[src/rtl/rate_monotonic_run_queue_macros.svh]
// Assertion macros for the run queue.
`ifndef RATE_MONOTONIC_RUN_QUEUE_MACROS_SVH
`define RATE_MONOTONIC_RUN_QUEUE_MACROS_SVH
`ifndef SYNTHESIS
`define RMRQ_ASSERT(label, clk, rst_n, prop, msg) \
  label: assert property (@(posedge clk) disable iff (!rst_n) prop) else $error(msg);
`define RMRQ_ASSERT_RST(label, clk, prop, msg) \
  label: assert property (@(posedge clk) prop) else $error(msg);
`else
`define RMRQ_ASSERT(label, clk, rst_n, prop, msg)
`define RMRQ_ASSERT_RST(label, clk, prop, msg)
`endif
`endif

[src/rtl/rmrq_pkg.sv]
// Shared types and codes for the run queue.
package rmrq_pkg;
  localparam int unsigned OpW = 2;
  localparam logic [OpW-1:0] OP_ENQ = 2'd0;
  localparam logic [OpW-1:0] OP_DEQ = 2'd1;
  localparam logic [OpW-1:0] OP_DET = 2'd2;
  localparam logic [OpW-1:0] OP_QRY = 2'd3;
  localparam logic [1:0] ST_OK    = 2'd0;
  localparam logic [1:0] ST_EMPTY = 2'd1;
  localparam logic [1:0] ST_ERR   = 2'd2;
  localparam int unsigned IdW = 6;
  localparam int unsigned LvW = 3;
  localparam int unsigned ValW = 64;
  localparam int unsigned StampW = 32;
  localparam int unsigned CntW = 7;
  localparam int unsigned InDataW = 144;
  localparam int unsigned OutDataW = 80;

  typedef struct packed {
    logic [ValW-1:0]   period;
    logic [StampW-1:0] stamp;
    logic [LvW-1:0]    level;
  } key_t;

  typedef struct packed {
    logic [1:0]      status;
    logic [IdW-1:0]  gid;
    logic [ValW-1:0] slice;
    logic            preempt;
    logic [CntW-1:0] count;
  } result_t;
endpackage

[src/rtl/rmrq_slice_mem.sv]
// Per-entry time slice store, one read and one write port.
module rmrq_slice_mem #(
  parameter int unsigned AW = 6
) (
  input  logic                        clk,
  input  logic                        we,
  input  logic [AW-1:0]               waddr,
  input  logic [rmrq_pkg::ValW-1:0]   wdata,
  input  logic [AW-1:0]               raddr,
  output logic [rmrq_pkg::ValW-1:0]   rdata
);
  import rmrq_pkg::*;
  logic [ValW-1:0] mem [2**AW];
  logic [ValW-1:0] rdata_r;
  always_ff @(posedge clk) begin
    if (we) begin
      mem[waddr] <= wdata;
    end
    rdata_r <= mem[raddr];
  end
  assign rdata = rdata_r;
endmodule
[config.mk]
export PLATFORM = sky130hd
export DESIGN_NAME = rmrq_slice_mem
export DESIGN_NICKNAME = d
export VERILOG_FILES = /design/src/rtl/rate_monotonic_run_queue_macros.svh /design/src/rtl/rmrq_pkg.sv /design/src/rtl/rmrq_slice_mem.sv
export SDC_FILE = /design/constraint.sdc
export NUM_CORES = 2
export LEC_CHECK = 0
export BUFFER_PORTS_ARGS = -buffer_cell sky130_fd_sc_hd__buf_2
export CORE_MARGIN = 2
export CORE_UTILIZATION = 60
export CTS_CLUSTER_DIAMETER = 60
export CTS_CLUSTER_SIZE = 12
export DETAILED_ROUTE_END_ITERATION = 8
export GPL_ROUTABILITY_DRIVEN = 0
export PLACE_DENSITY = 0.74
export SKIP_CTS_REPAIR_TIMING = 1
export SYNTH_ARGS = -nofsm -noshare
export SYNTH_HDL_FRONTEND = slang
export SYNTH_SLANG_ARGS = --single-unit
export TNS_END_PERCENT = 100
[constraint.sdc]
create_clock -name clk -period 21.8 [get_ports clk]
set_clock_uncertainty 0.1 [all_clocks]
set_input_delay 4.36 -clock clk [delete_from_list [all_inputs] [get_ports clk]]
set_output_delay 4.36 -clock clk [all_outputs]
set_load 0.05 [all_outputs]
==> metrics.txt <==
crit-path cells buf_12, buf_4, buf_4, buf_4, buf_4, mux4_2, a22o_1, nor2_1, a211oi_1; IO Count 142; Yosys reg bits 4160; Initial Utilization 60.26%; Core Area 259500 sq um; 1st-pass router iterations 6; area of the mapped netlist 156300 sq um; worst skew pair latency 1.02 ns; status finished clean; Clock Sinks 4160; Synth Warn # 0; Final Hold Vio Count 0; post-route ant nets 0; EDFF count, synth 4096; Main synth FF type edfxtp_1; Area Growth Syn to Fin 10.55%; fin cells 10620; WP data arrival 9.26 ns; pin count of the biggest net entering global routing 120; PortBufs 141; Lkg Pwr 53.53 nW; Cells after Synth 6598; worst min-delay path class reg -> reg; mean area per synthesized cell 23.70 sq um; final period demand of the worst path 8.581 ns; max cap viols 0; detailed router's first-iteration violation count 13130; r2r endpoint rdata[50]$_DFF_P_; Final setup viols 0; Max Buffers Root-to-Sink 4; Max Freq 116.5 MHz; vias per inst 7.253; Hold Path End rdata[32]$_DFF_P_; hold path start mem[38][32]$_DFFE_PP_; total CTS buffers 399; Worst setup EP type register; crit path max fanout 96; top post-synthesis cells by area edfxtp_1 79%, mux4_2 15%, mux2i_1 0.86%, dfxtp_1 0.82%, a22oi_1 0.81%; gr ovfl total 0; number of global-route vias before repair 76610; Synth top area share 78.67%; DRC viols 0; Crit-path slowest cell buf_4; layout cells sized above 1 26.22%; DIE HEIGHT 514.5 microns; Synthesized Nets 6676; clk root buf clkbuf_16; CP max stage delay 0.90 ns; reg2reg start mem[13][50]$_DFFE_PP_; final WL 421.6 mm; fill cell count 15450; total number of vias 77030; kind of critical path in -> reg; Synth area leader edfxtp_1; DR WL/cell 39.70 microns; R2R Setup Slk 19.54 ns; path depth of the worst reg2reg path 5; PD cells 91.83 nW/um^2; FFs w/ async S/R, synth 0%; clock transition at the registers of the reported paths 0.06 ns; CP Launch Type input pin; initial antenna violation count 32; first-pass GRT wire length 588.3 mm; H-tree depth 5; DP HPWL 211.6 mm; Worst VDD drop 0.08854 mV; RSZ-0062 raised after global routing no; CTS tree done; DIE WIDTH 514.5 microns; Die Area 264700 sq um; Max Slew Vio Count 0; Post-synth top cells 4096 x edfxtp_1, 1024 x mux4_2, 170 x buf_2; placed cells 9967; Top cell by count, worst path buf_4; Req. time, crit path 22.48 ns; sequential share of the synthesized area 79.49%; unique cell type count in the Yosys netlist 33; Tcrit/Tclk final 39.36%; Least-Margin Pin Slew 1.309 ns; Setup TNS Final 0 ns; worst hold path depth 4; Nets 7044; cell with the most instances after synthesis edfxtp_1; GRT Total Usage 32.16%; FP Rows 187; max_slew headroom 12.74%
[stage by stage]
stage / power (mW) / util (%) / area, sq um / worst slack, ns / hold slack (ns)
floorplan: 9.517 / - / 156300 / 11.90 / 0.6878
global placement: 9.827 / 62.32 / 161700 / 12.02 / 0.7042
detailed placement: 9.846 / 62.32 / 161700 / 12.01 / 0.7255
CTS: 15.92 / 66.59 / 172800 / 13.03 / 0.7073
global route: 16.25 / 66.60 / 172800 / 12.70 / 0.7593
finish: 15.87 / 66.61 / 172800 / 13.22 / 0.7106
[registers in the layout, indices dropped and copies added, names as in the netlist]
name and flops:
mem 4096, rdata 64
[worst max-delay path by stage]
stage | start | end | cells past startpoint
floorplan | waddr[3] | mem[48][0]$_DFFE_PP_ | 4
global placement | raddr[0] | rdata[40]$_DFF_P_ | 9
detailed placement | raddr[0] | rdata[40]$_DFF_P_ | 9
CTS | raddr[0] | rdata[37]$_DFF_P_ | 9
global route | raddr[0] | rdata[40]$_DFF_P_ | 9
finish | raddr[0] | rdata[37]$_DFF_P_ | 9
[cells in the final DEF, fill, tap and decap left out, types with 19 or more instances in the layout]
master / netlist / final
inv_1: 19 / 19
or2_2: 28 / 28
edfxtp_1: 4096 / 4096
clkbuf_1: 140 / 214
buf_2: 170 / 138
clkbuf_16: 0 / 404
o221ai_1: 38 / 38
nor2_4: 0 / 65
mux2i_1: 135 / 135
and3_1: 64 / 64
buf_4: 34 / 187
dfxtp_1: 64 / 64
a2bb2oi_1: 19 / 19
a22o_1: 88 / 88
mux4_2: 1024 / 1024
o22ai_1: 83 / 83
nand2_1: 58 / 56
or3_1: 29 / 29
nand3_1: 45 / 45
diode_2: 0 / 21
nor2_1: 112 / 47
a41oi_1: 26 / 26
a22oi_1: 168 / 168
a211oi_1: 63 / 62
nor2b_1: 28 / 24
[power breakdown]
group / switching (mW) / internal (mW) / leakage, nW
registers: 0.0385 / 8.86 / 37.4
clock network: 2.77 / 3.41 / 5.31
logic: 0.519 / 0.270 / 10.8
total: 3.33 / 12.5 / 53.5
[layer usage]
layer	GRT usage, %	wire length, microns
met1	45.35	146500
met2	49.48	199400
met3	7.407	55750
met4	13.22	19800
met5	0	121
[logic make-up after synthesis]
logic type / Yosys count / synth area share (%)
flip-flops: 4160 / 79.49
multiplexers: 1159 / 15.61
AO/OA/AOI/OAI: 504 / 2.477
buffers and inverters: 389 / 1.180
AND/OR/NAND/NOR: 386 / 1.240
[worst max-delay path: cells and delay by family]
kind | cells | cell delay (ns)
muxes | 1 | 0.58
and+or+nand+nor | 1 | 0.17
AOI/OAI and AO/OA | 2 | 0.36
buffers and inverters | 5 | 3.61
[layout make-up]
cell class	instances	area [sq um]	share of cell area (%)
Multi-Input combinational cell	2049	30780	17.81
Clock buffer	618	10910	6.314
Antenna cell	21	52.55	0.03040
Tap cell	3402	4257	2.463
Timing Repair Buffer	337	2325	1.345
Clock inverter	14	163.9	0.09483
Inverter	19	71.32	0.04126
Sequential cell	4160	124300	71.90
Note: power is estimated with default switching activity, not from simulation.
